==> src/rtl/core/extended_binary_gcd_core_macros.svh <==
// Assertion macros for the extended binary gcd core
`ifndef EXTENDED_BINARY_GCD_CORE_MACROS_SVH
`define EXTENDED_BINARY_GCD_CORE_MACROS_SVH
`ifndef ASSERT_OFF
`define EBG_ASSERT_IMPL(lbl, prop, msg) \
    lbl: assert property (@(posedge clk) disable iff (!rst_n) prop) else $error(msg);
`define EBG_ASSERT_NEXT(lbl, pre, post, msg) \
    lbl: assert property (@(posedge clk) disable iff (!rst_n) (pre) |=> (post)) else $error(msg);
`else
`define EBG_ASSERT_IMPL(lbl, prop, msg)
`define EBG_ASSERT_NEXT(lbl, pre, post, msg)
`endif
`endif

==> src/rtl/core/ebgcd_pkg.sv <==
package ebgcd_pkg;
    localparam int OPERAND_BITS = 31;
    localparam int WORK_BITS = OPERAND_BITS + 2;
    localparam int K_BITS = $clog2(OPERAND_BITS + 1);

    typedef struct packed {
        logic [OPERAND_BITS-1:0] first_operand;
        logic [OPERAND_BITS-1:0] second_operand;
    } operands_t;

    typedef struct packed {
        logic [OPERAND_BITS-1:0] coef_large;
        logic [OPERAND_BITS-1:0] coef_small;
        logic [OPERAND_BITS-1:0] gcd_value;
        logic                    operands_swapped;
        logic                    input_error;
    } result_t;

    typedef enum logic [5:0] {
        ST_IDLE  = 6'b000001,
        ST_STRIP = 6'b000010,
        ST_INNER = 6'b000100,
        ST_FIX   = 6'b001000,
        ST_FINAL = 6'b010000,
        ST_SHIFT = 6'b100000
    } state_t;
endpackage

==> src/rtl/core/extended_binary_gcd_core.sv <==
// Extended binary gcd core, one shared add/compare/halve step per cycle.
// Run time is data dependent, set by the iteration loops through the work
// registers; a zero operand is flagged in the cycle after start, from idle.
// Throughput: one command at a time; busy stays high until the done beat.
// Reset (rst_n low, async) returns to idle with no result pending.
`include "extended_binary_gcd_core_macros.svh"
module extended_binary_gcd_core
    import ebgcd_pkg::*;
(
    input  logic      clk,
    input  logic      rst_n,
    input  logic      start,
    output logic      busy,
    input  operands_t operands,
    output logic      done,
    output result_t   result
);
    localparam int N = OPERAND_BITS;
    localparam int W = WORK_BITS;

    state_t state_reg, state_next;
    logic [W-1:0] u_reg, u_next, v_reg, v_next;
    logic [W-1:0] a_reg, a_next, b_reg, b_next, g_reg, g_next;
    logic [W-1:0] ta_reg, ta_next, tb_reg, tb_next, tg_reg, tg_next;
    logic [K_BITS-1:0] k_reg, k_next;
    logic swap_reg, swap_next;
    logic done_reg, done_next;
    result_t result_reg, result_next;
    logic zero_in;
    logic err_beat;

    assign busy   = (state_reg != ST_IDLE);
    assign done   = done_reg;
    assign result = result_reg;

    assign zero_in  = (operands.first_operand == '0) || (operands.second_operand == '0);
    assign err_beat = done && result.input_error;

    always_comb
    begin
        logic [W-1:0] a1, b1, g1, fu, fv;
        logic sw;
        state_next  = state_reg;
        u_next = u_reg; v_next = v_reg;
        a_next = a_reg; b_next = b_reg; g_next = g_reg;
        ta_next = ta_reg; tb_next = tb_reg; tg_next = tg_reg;
        k_next = k_reg; swap_next = swap_reg;
        done_next = 1'b0;
        result_next = result_reg;
        a1 = a_reg; b1 = b_reg; g1 = g_reg; sw = 1'b0;
        fu = {2'b00, operands.first_operand};
        fv = {2'b00, operands.second_operand};
        case (state_reg)
            ST_IDLE:
            begin
                if (start)
                begin
                    if (fu == '0 || fv == '0)
                    begin
                        result_next = '0;
                        result_next.input_error = 1'b1;
                        done_next = 1'b1;
                    end
                    else
                    begin
                        swap_next = (fu < fv);
                        u_next = (fu < fv) ? fv : fu;
                        v_next = (fu < fv) ? fu : fv;
                        k_next = '0;
                        state_next = ST_STRIP;
                    end
                end
            end
            ST_STRIP:
            begin
                if (!u_reg[0] && !v_reg[0])
                begin
                    u_next = u_reg >> 1;
                    v_next = v_reg >> 1;
                    k_next = k_reg + K_BITS'(1);
                end
                else
                begin
                    a_next = W'(1); b_next = '0; g_next = u_reg;
                    ta_next = v_reg; tb_next = u_reg - W'(1); tg_next = v_reg;
                    state_next = ST_INNER;
                end
            end
            ST_INNER:
            begin
                if (!g_reg[0])
                begin
                    if (a_reg[0] || b_reg[0])
                    begin
                        a1 = a_reg + v_reg;
                        b1 = b_reg + u_reg;
                    end
                    a1 = a1 >> 1; b1 = b1 >> 1; g1 = g_reg >> 1;
                end
                sw = !tg_reg[0] || (g1 < tg_reg);
                a_next  = sw ? ta_reg : a1;
                b_next  = sw ? tb_reg : b1;
                g_next  = sw ? tg_reg : g1;
                ta_next = sw ? a1 : ta_reg;
                tb_next = sw ? b1 : tb_reg;
                tg_next = sw ? g1 : tg_reg;
                if (g_next[0])
                    state_next = ST_FIX;
            end
            ST_FIX:
            begin
                if (a_reg < ta_reg || b_reg < tb_reg)
                begin
                    a_next = a_reg + v_reg;
                    b_next = b_reg + u_reg;
                end
                else
                begin
                    a_next = a_reg - ta_reg;
                    b_next = b_reg - tb_reg;
                    g_next = g_reg - tg_reg;
                    state_next = (tg_reg != '0) ? ST_INNER : ST_FINAL;
                end
            end
            ST_FINAL:
            begin
                if (a_reg >= v_reg && b_reg >= u_reg)
                begin
                    a_next = a_reg - v_reg;
                    b_next = b_reg - u_reg;
                end
                else
                    state_next = ST_SHIFT;
            end
            ST_SHIFT:
            begin
                // restore the shared factors of two, one per cycle
                if (k_reg != '0)
                begin
                    g_next = g_reg << 1;
                    k_next = k_reg - K_BITS'(1);
                end
                else
                begin
                    result_next.coef_large = a_reg[N-1:0];
                    result_next.coef_small = b_reg[N-1:0];
                    result_next.gcd_value = g_reg[N-1:0];
                    result_next.operands_swapped = swap_reg;
                    result_next.input_error = 1'b0;
                    done_next = 1'b1;
                    state_next = ST_IDLE;
                end
            end
            default:
                state_next = ST_IDLE;
        endcase
    end

    always_ff @(posedge clk or negedge rst_n)
    begin
        if (!rst_n)
        begin
            state_reg <= ST_IDLE;
            done_reg  <= 1'b0;
        end
        else
        begin
            state_reg <= state_next;
            done_reg  <= done_next;
        end
    end

    always_ff @(posedge clk)
    begin
        u_reg <= u_next; v_reg <= v_next;
        a_reg <= a_next; b_reg <= b_next; g_reg <= g_next;
        ta_reg <= ta_next; tb_reg <= tb_next; tg_reg <= tg_next;
        k_reg <= k_next; swap_reg <= swap_next;
        result_reg <= result_next;
    end

    `EBG_ASSERT_IMPL(a_done_idle, done |-> !busy, "done beat while busy")
    `EBG_ASSERT_NEXT(a_err_fast, start && !busy && zero_in, err_beat, "zero operand not flagged")
    `EBG_ASSERT_NEXT(a_start_busy, start && !busy && !zero_in, busy, "command did not set busy")
    `EBG_ASSERT_IMPL(a_err_zero, err_beat |-> (result == result_t'(1)), "error beat carries data")
    `EBG_ASSERT_IMPL(a_gcd_nz, (done && !result.input_error) |-> (result.gcd_value != '0), "zero gcd")
endmodule

==> config.mk <==
export PLATFORM = sky130hd
export DESIGN_NAME = extended_binary_gcd_core
export DESIGN_NICKNAME = d
export VERILOG_FILES = /design/src/rtl/core/ebgcd_pkg.sv /design/src/rtl/core/extended_binary_gcd_core.sv
export VERILOG_INCLUDE_DIRS = /design/src /design/src/rtl/core
export SDC_FILE = /design/constraint.sdc
export NUM_CORES = 1
export LEC_CHECK = 0
export ABC_CLOCK_PERIOD_IN_PS = 8600
export BUFFER_PORTS_ARGS = -buffer_cell sky130_fd_sc_hd__buf_2
export CAP_MARGIN = 30
export CORE_MARGIN = 2
export CORE_UTILIZATION = 24
export DETAILED_ROUTE_END_ITERATION = 7
export GPL_TIMING_DRIVEN = 0
export SYNTH_ARGS = -nofsm -noshare
export SYNTH_HDL_FRONTEND = slang
export SYNTH_SLANG_ARGS = --single-unit
==> constraint.sdc <==
create_clock -name clk -period 8.6 [get_ports clk]
set_input_delay 1.72 -clock clk [delete_from_list [all_inputs] [get_ports clk]]
set_output_delay 1.72 -clock clk [all_outputs]
set_load 0.01 [all_outputs]
==> key figures, run 1 <==
Place
  – DP Worst Slack: 1.835 ns
  – GPL Wtd Cong: 1.021
  – Port Buffers: 161
  – Post-DP Area: 37980 µm²
  – Post-DP HPWL: 140.0 mm
  – Inst Count DP: 6045

Yosys
  – Mapped Area: 33770 µm²
  – Post-synthesis async set-or-reset flop share: 0.01902
  – Ys Warns: 0
  – Distinct cell type count after synthesis: 106
  – Synthesized net count: 4303
  – Synth top area share: 0.3210
  – Synth Flop Type: edfxtp_1
  – Area leader, netlist: edfxtp_1
  – Top post-synthesis cells by area: edfxtp_1 (32%), ha_1 (11%), a21oi_1 (5.2%)
  – Sequential share of the synthesized area: 0.3262
  – Synth Register Bits: 368
  – Synthesized netlist cell count: 3942
  – Synth Area per Inst: 8.568 µm²
  – Post-synth EDFFs: 361

Cells and area
  – Nets: 4587
  – Final Instance Count excl. Fillers: 6148
  – Fraction of layout cells with a size suffix above 1: 0.09885
  – Largest register FFs: 95
  – Layout area overhead: 17.74%
  – Design Area, Final: 39770 µm²

Clock tree
  – Postcts setup bufs: 0
  – Worst-path clk slew: 0.06 ns
  – Clock tree buffer depth: 3
  – Clock sinks: 368
  – CTS buffer count: 51
  – Hold buffers post-CTS: 0
  – Clk_lat worst skew: 0.70 ns
  – CTS tree: built
  – H-tree depth: 2
  – CTS resizes: 0
  – Clock Tree Root: clkbuf_16

Run
  – Total of max-cap violations: 0

Floorplanning
  – Core Footprint: 139500 µm²
  – Std-Cell Rows: 137
  – Die height: 379.1 µm
  – IO Pins: 162
  – Width of the die: 379.1 µm
  – Initial core utilization: 0.2421
  – Total die area: 143700 µm²

Worst setup path
  – Crit Path Max Fanout: 10
  – Critical-path cell list: clkbuf_1 > clkbuf_1 > mux2i_1 > inv_1 > ha_1 > a21o_1 > a221o_1 > nor4_1 > o211ai_1 > a21oi_1 > nand2b_1 > buf_2 > clkbuf_1 > o21ai_0 > a221oi_1 > o21ai_0
  – Critical path type: reg -> reg
  – Critical Path AT: 7.38 ns
  – Worst setup SP type: flop
  – Critical path endpoint category: flop
  – WP data required: 9.01 ns
  – Slowest cell on crit path: clkbuf_1
  – Crit path largest cell delay: 0.79 ns
  – Cell repeated most along the worst path: clkbuf_1

Detailed routing
  – Starting DRT DRC Count: 4909
  – DRT Wirelength: 175.8 mm
  – DRT Pass-1 Iters: 8
  – Via/cell ratio: 5.619
  – Detail Route Antenna Nets: 0
  – Vias post-DR: 34550
  – Routed WL per cell: 28.59 µm
  – Drt drc: 0

Power and ir drop
  – Max IR drop VDD: 0.2121 mV
  – Total net switching power: 9.809 mW
  – Power Density: 450.1 nW/µm²
  – Clock group share of total power: 0.126
  – P_int: 8.091 mW
  – Flop pwr share: 0.204
  – Leak pwr: 15.81 nW
  – Sw Ratio: 0.5480
  – Combinational Power Share: 0.669

Timing
  – Worst-Margin Slew: 1.190 ns
  – # setup viols final: 0
  – Clock skew: 0.04852 ns
  – Hold_ws: 0.6105 ns
  – Fin. max-slew vios: 0
  – Slew margin rel.: 0.2066
  – Final hold violation count: 0
  – Setup TNS: 0 ns
  – Final setup margin: 1.633 ns
  – Period utilization: 0.8102
  – F_max: 0.1435 GHz
  – Tmin final: 6.967 ns
  – RSZ-0062 raised after global routing: no

GRT
  – Total track usage: 0.2352
  – Initial antenna violation count: 18
  – Largest net degree at the start of global routing: 50
  – Total grt overflow: 0
  – First-pass GRT wire length: 241.3 mm
  – Vias in the first global route: 32440

Hold path
  – Worst hold-check path type: reg -> reg

Run status
  – Status: completed
## per-stage QoR
step / total power [mW] / utilization
4_1_cts: 17.44 / 0.2845
6_report: 17.90 / 0.2850
2_1_floorplan: 10.82 / -
3_3_place_gp: 14.86 / 0.2646
5_1_grt: 18.68 / 0.2850
3_5_place_dp: 15.11 / 0.2722
## worst max-delay path: cells and delay by family (launching register included)
kind	cells	cell delay, ns
AND/OR/NAND/NOR	2	0.80
buffers and inverters	5	2.69
flip-flops	1	0.57
multiplexers	1	0.38
AO/OA/AOI/OAI	7	1.97
adder cells (fa/ha/maj)	1	0.29
## placed cells by master, fill, tap and decap left out, types with 14 or more instances in the layout
cell       count
a211o_1       24
a211oi_1      73
a21o_1       109
a21oi_1      354
a221o_1       22
a221oi_1      41
a31oi_1       40
and2_1        98
and3_1        23
buf_1         21
buf_2        190
buf_8         43
clkbuf_1     163
clkbuf_16     51
clkinv_1      14
edfxtp_1     361
ha_1         288
inv_1        318
mux2i_1      107
nand2_1      327
nand2b_1      29
nand3_1       43
nand4_1       47
nor2_1       329
nor2b_1       31
nor3_1        67
nor4_1        44
o211ai_1      51
o21a_1        31
o21ai_0      298
o21bai_1      33
o221ai_1      33
o31ai_1       28
or3_1         18
xnor2_1      158
xor2_1        54
## cell families (layout without fill, tap and decap cells)
kind of cell / after synthesis / in the layout / synth area share
adders and majority gates: 296 / 296 / 0.1114
xor gates and xnor gates: 212 / 212 / 0.05498
other: 0 / 3 / 0
AOI/OAI and AO/OA: 1302 / 1302 / 0.2544
DFF: 368 / 368 / 0.3262
buffers and inverters: 534 / 861 / 0.06142
and+or+nand+nor: 1114 / 1114 / 0.1568
muxes: 116 / 116 / 0.03471
## cells in the mapped netlist, types with 11 or more instances
cell type,instances
xnor2_1,158
xor2_1,54
nand2b_1,29
buf_1,21
o31ai_1,28
or2_2,11
nand3_1,43
inv_1,318
a21o_1,109
clkbuf_1,161
a21oi_1,354
o221ai_1,33
or3_1,18
edfxtp_1,361
ha_1,288
nor2_1,329
nand4_1,47
mux2i_1,107
nand2_1,327
o21ai_1,12
o21a_1,32
a221oi_1,41
o21bai_1,33
a211o_1,24
nor2b_1,31
a221o_1,22
and3_1,24
a211oi_1,73
nor3_1,67
buf_2,26
o21ai_0,299
o211ai_1,51
a31oi_1,40
and2_1,98
nor3b_1,12
nor4_1,44
## power by group through the flow
stage / Clock (mW) / Sequential (mW) / Combinational (mW)
CTS: 2.28 / 3.60 / 11.6
global placement: 0 / 3.72 / 11.1
finish: 2.26 / 3.66 / 12.0
floorplan: 0 / 3.15 / 7.67
detailed placement: 0 / 3.63 / 11.5
global route: 2.33 / 3.66 / 12.7
## layout make-up
type / instances / area [µm²]
fillers: 15070 / 99770
multi-input cells: 3040 / 20730
flip-flops and latches: 368 / 11020
well taps: 1876 / 2347
repair buffers: 231 / 1871
clock buffers: 58 / 1333
inverters: 320 / 1201
plain buffers: 214 / 875.8
clock inverters: 38 / 385.4
diodes: 3 / 7.507
## routing by layer
layer  global-route usage  share of wire  vias up
li1                     -              -    15090
met1               0.2939           0.38    16530
met2               0.3570           0.42     2349
met3              0.06715           0.12      560
met4               0.1426          0.071       12
met5                    0        0.00042        -
## final timing paths
kind,start,endpoint,depth (start not counted),slack [ns]
min,k_reg[0],k_reg[0],1,0.61
max reg2reg,g_reg[0],g_reg[27],16,1.63
max,g_reg[0],g_reg[27],16,1.63
min reg2reg,k_reg[0],k_reg[0],1,0.61
min in group asynchronous,rst_n,state_reg[3],1,0.94
max in group asynchronous,rst_n,state_reg[0],1,7.35
(Power assumes the default switching activity.)
==> run 2, diff against run 1 <==
Settings changed: ABC_AREA from default to 1, ABC_CLOCK_PERIOD_IN_PS 8600 to 6550.
Clock period 8.6 ns to 6.55 ns, I/O delays scaled along.
==> key figures, run 2 <==
Worst setup path
  – CP Buf/Inv Count: 6 (+1)
  – Cell repeated most along the worst path: nand2_1
  – Worst setup SP type: flop
  – Critical-path cell list: clkbuf_1 > clkbuf_1 > o21ai_0 > inv_1 > ha_1 > nand2_1 > nand2_1 > nand2_1 > nand2_1 > nand2_1 > nand3_1 > a21oi_1 > nand2_1 > nand2_1 > clkbuf_1 > o211ai_1 > inv_6 > buf_16
  – WP data required: 6.82 ns (-2.19 ns)
  – Critical Path AT: 6.08 ns (-1.30 ns)
  – Critical path's top delay family: buffers and inverters
  – Reg2reg setup slack: 0.74 ns (-0.89 ns)
  – Crit path largest cell delay: 0.82 ns (+0.03 ns)
  – Slowest cell on crit path: clkbuf_1
  – Crit Path Max Fanout: 54 (+44)
  – Critical path endpoint category: flop
  – R2R Path Start: g_reg[0]
  – Critical path type: reg -> reg
  – Crit. Startpoint: g_reg[0]
  – Worst r2r path cells: 18 (+2)
  – Reg2reg end: ta_reg[28]

Place
  – Post-DP Area: 42300 µm² (+11%)
  – Inst Count DP: 8258 (+37%)
  – Post-DP HPWL: 182.3 mm (+30%)
  – Port Buffers: 161 (unchanged)
  – GPL Wtd Cong: 1.028 (+0.77%)

Timing
  – Period utilization: 0.8866 (+0.07646)
  – Worst-Margin Slew: 1.125 ns (-0.06500 ns)
  – Fin. max-slew vios: 0 (unchanged)
  – Clock skew: 0.09056 ns (+0.04205 ns)
  – Setup TNS: 0 ns (unchanged)
  – RSZ-0062 raised after global routing: no
  – Tmin final: 5.807 ns (-1.160 ns)
  – Final hold violation count: 0 (unchanged)
  – F_max: 0.1722 GHz (+20%)
  – # setup viols final: 0 (unchanged)
  – Hold_ws: 0.4630 ns (-0.1475 ns)
  – Slew margin rel.: 0.2499 (+0.04333)

Yosys
  – Ys Warns: 0 (unchanged)
  – Main combinational cell family by area after synthesis: simple AND/OR/NAND/NOR gates
  – Synthesized net count: 6343 (+47%)
  – Synth Flop Type: edfxtp_1
  – Sequential share of the synthesized area: 0.2885 (-0.03770)
  – Synth Register Bits: 368 (unchanged)
  – Post-synthesis adder-cell area fraction: 0.09856 (-0.01288)
  – Compound-Gate Fraction of Synth Area: 0.1404 (-0.1140)
  – Multiplexer share of the synthesized area: 0 (-0.03471)
  – Synth Area per Inst: 6.384 µm² (-25%)
  – Area leader, netlist: edfxtp_1
  – Mapped Area: 38190 µm² (+13%)
  – Post-synthesis async set-or-reset flop share: 0.01902 (unchanged)
  – Post-Synth XOR/XNOR Area: 0.01606 (-0.03892)
  – Post-synth EDFFs: 361 (unchanged)
  – Synthesized netlist cell count: 5982 (+52%)
  – Synth top area share: 0.2839 (-0.03709)
  – Synth top cells by count: nand2_1 (1848), inv_1 (929), nor2_1 (498)
  – Distinct cell type count after synthesis: 51 (-52%)
  – Top post-synthesis cells by area: edfxtp_1 (28%), nand2_1 (18%), ha_1 (9.4%)
  – Most numerous cell in the Yosys netlist: nand2_1
  – Simple-gate portion of the synthesized area: 0.3385 (+0.1816)

Power and ir drop
  – Power Density: 613.7 nW/µm² (+36%)
  – Max IR drop VDD: 0.2414 mV (+14%)
  – Leak pwr: 21.39 nW (+35%)

Clock tree
  – Postcts setup bufs: 0 (unchanged)
  – CTS resizes: 0 (unchanged)
  – Clock tree buffer depth: 3 (unchanged)
  – CTS tree: built
  – Hold buffers post-CTS: 0 (unchanged)
  – CTS buffer count: 47 (-7.8%)
  – Worst-path clk slew: 0.07 ns (about the same)
  – Clock Tree Root: clkbuf_16
  – Clk_lat worst skew: 0.69 ns (about the same)
  – H-tree depth: 2 (unchanged)
  – Clock sinks: 368 (unchanged)

Cells and area
  – Fraction of layout cells with a size suffix above 1: 0.06820 (-0.03066)
  – Design Area, Final: 43930 µm² (+10%)
  – Most common cell after layout, fill and taps aside: nand2_1
  – Most frequent cells in the layout: nand2_1 (1848), inv_1 (927), nor2_1 (497), nand3_1 (497), a21oi_1 (448)
  – Final core occ: 0.2777 (-0.007296)
  – Fillers: 17870 (+19%)
  – Largest register FFs: 95 (unchanged)
  – Final Instance Count excl. Fillers: 8356 (+36%)
  – Nets: 6598 (+44%)
  – Layout area overhead: 15.04%

Detailed routing
  – DRT Wirelength: 217.7 mm (+24%)
  – DRT Pass-1 Iters: 8 (unchanged)
  – Vias post-DR: 43120 (+25%)
  – Via/cell ratio: 5.160 (-8.2%)
  – Routed WL per cell: 26.06 µm (-8.9%)
  – Starting DRT DRC Count: 5160 (+5.1%)
  – Detail Route Antenna Nets: 0 (unchanged)
  – Drt drc: 8 (+8)

GRT
  – Initial antenna violation count: 18 (unchanged)
  – First-pass GRT wire length: 300.8 mm (+25%)
  – Vias in the first global route: 41170 (+27%)
  – Total grt overflow: 0 (unchanged)
  – Total track usage: 0.2592 (+0.02395)
  – Largest net degree at the start of global routing: 65 (+30%)

Floorplanning
  – Die height: 402.9 µm (+6.3%)
  – Initial core utilization: 0.2414 (-0.0006637)
  – IO Pins: 162 (unchanged)
  – Total die area: 162300 µm² (+13%)
  – Width of the die: 402.9 µm (+6.3%)
  – Std-Cell Rows: 146 (+6.6%)
  – Core Footprint: 158200 µm² (+13%)

Hold path
  – Worst hold-check path type: in -> async

Run status
  – Failing checks: design-rule violations
  – Status: finished, violations left

Run
  – Total of max-cap violations: 0 (unchanged)
run 2: logic make-up (layout without fill, tap and decap cells):
family / count (synthesis) / in the layout
AOI/OAI and AO/OA: 991 / 991
and+or+nand+nor: 3097 / 3097
other: 0 / 8
DFF: 368 / 368
xor gates and xnor gates: 70 / 70
buffers and inverters: 1160 / 1454
adders and majority gates: 296 / 296
run 2: metal layers:
metal | track usage | wire length, µm | vias to the layer above
met1 | 0.3295 | 88550 | 20310
met3 | 0.05032 | 19550 | 502
met5 | 0 | 55 | -
li1 | - | - | 20010
met2 | 0.4089 | 94930 | 2292
met4 | 0.1484 | 14640 | 8
run 2: layout make-up:
class	count	area (µm²)	share of cell area
Multi-Input combinational cell	4454	22690	0.5164
Clock inverter	29	341.6	0.007775
Clock buffer	59	1241	0.02825
Antenna cell	8	20.02	0.0004557
Tap cell	2072	2592	0.05901
Inverter	945	3555	0.08091
Sequential cell	368	11020	0.2508
Buffer	215	963.4	0.02193
Timing Repair Buffer	206	1514	0.03446
run 2: worst reg2reg max path, stage by stage, from the launching register on:
cell and delay, ns:
edfxtp_1 0.41, clkbuf_1 0.32, clkbuf_1 0.82, o21ai_0 0.40
inv_1 0.16, ha_1 0.25, nand2_1 0.07, nand2_1 0.07
nand2_1 0.08, nand2_1 0.05, nand2_1 0.05, nand3_1 0.15
a21oi_1 0.32, nand2_1 0.18, nand2_1 0.15, clkbuf_1 0.66
o211ai_1 0.29, inv_6 0.49, buf_16 0.37
run 2: how the worst max path moves through the flow:
stage                      end  slack, ns  cells after the start
finish              ta_reg[28]       0.74                     18
global route        ta_reg[22]       0.66                     18
CTS                 ta_reg[22]       1.02                     18
detailed placement  ta_reg[28]       1.13                     18
global placement     a_reg[27]      -3.17                     13
floorplan             u_reg[0]       1.24                      8
run 2: metrics by stage:
step | setup WS (ns) | total power [mW]
final | 0.7427 | 26.96
after global routing | 0.6552 | 28.41
after CTS | 1.016 | 26.23
after detailed placement | 1.129 | 23.34
after global placement | -3.175 | 23.22
after floorplan | 1.236 | 15.59
run 2: power breakdown:
group / switching, mW / internal, mW / total [mW]
Sequential: 1.42 / 3.78 / 5.20
Combinational: 14.0 / 4.96 / 18.9
Clock: 1.23 / 1.59 / 2.82
Total: 16.6 / 10.3 / 27.0
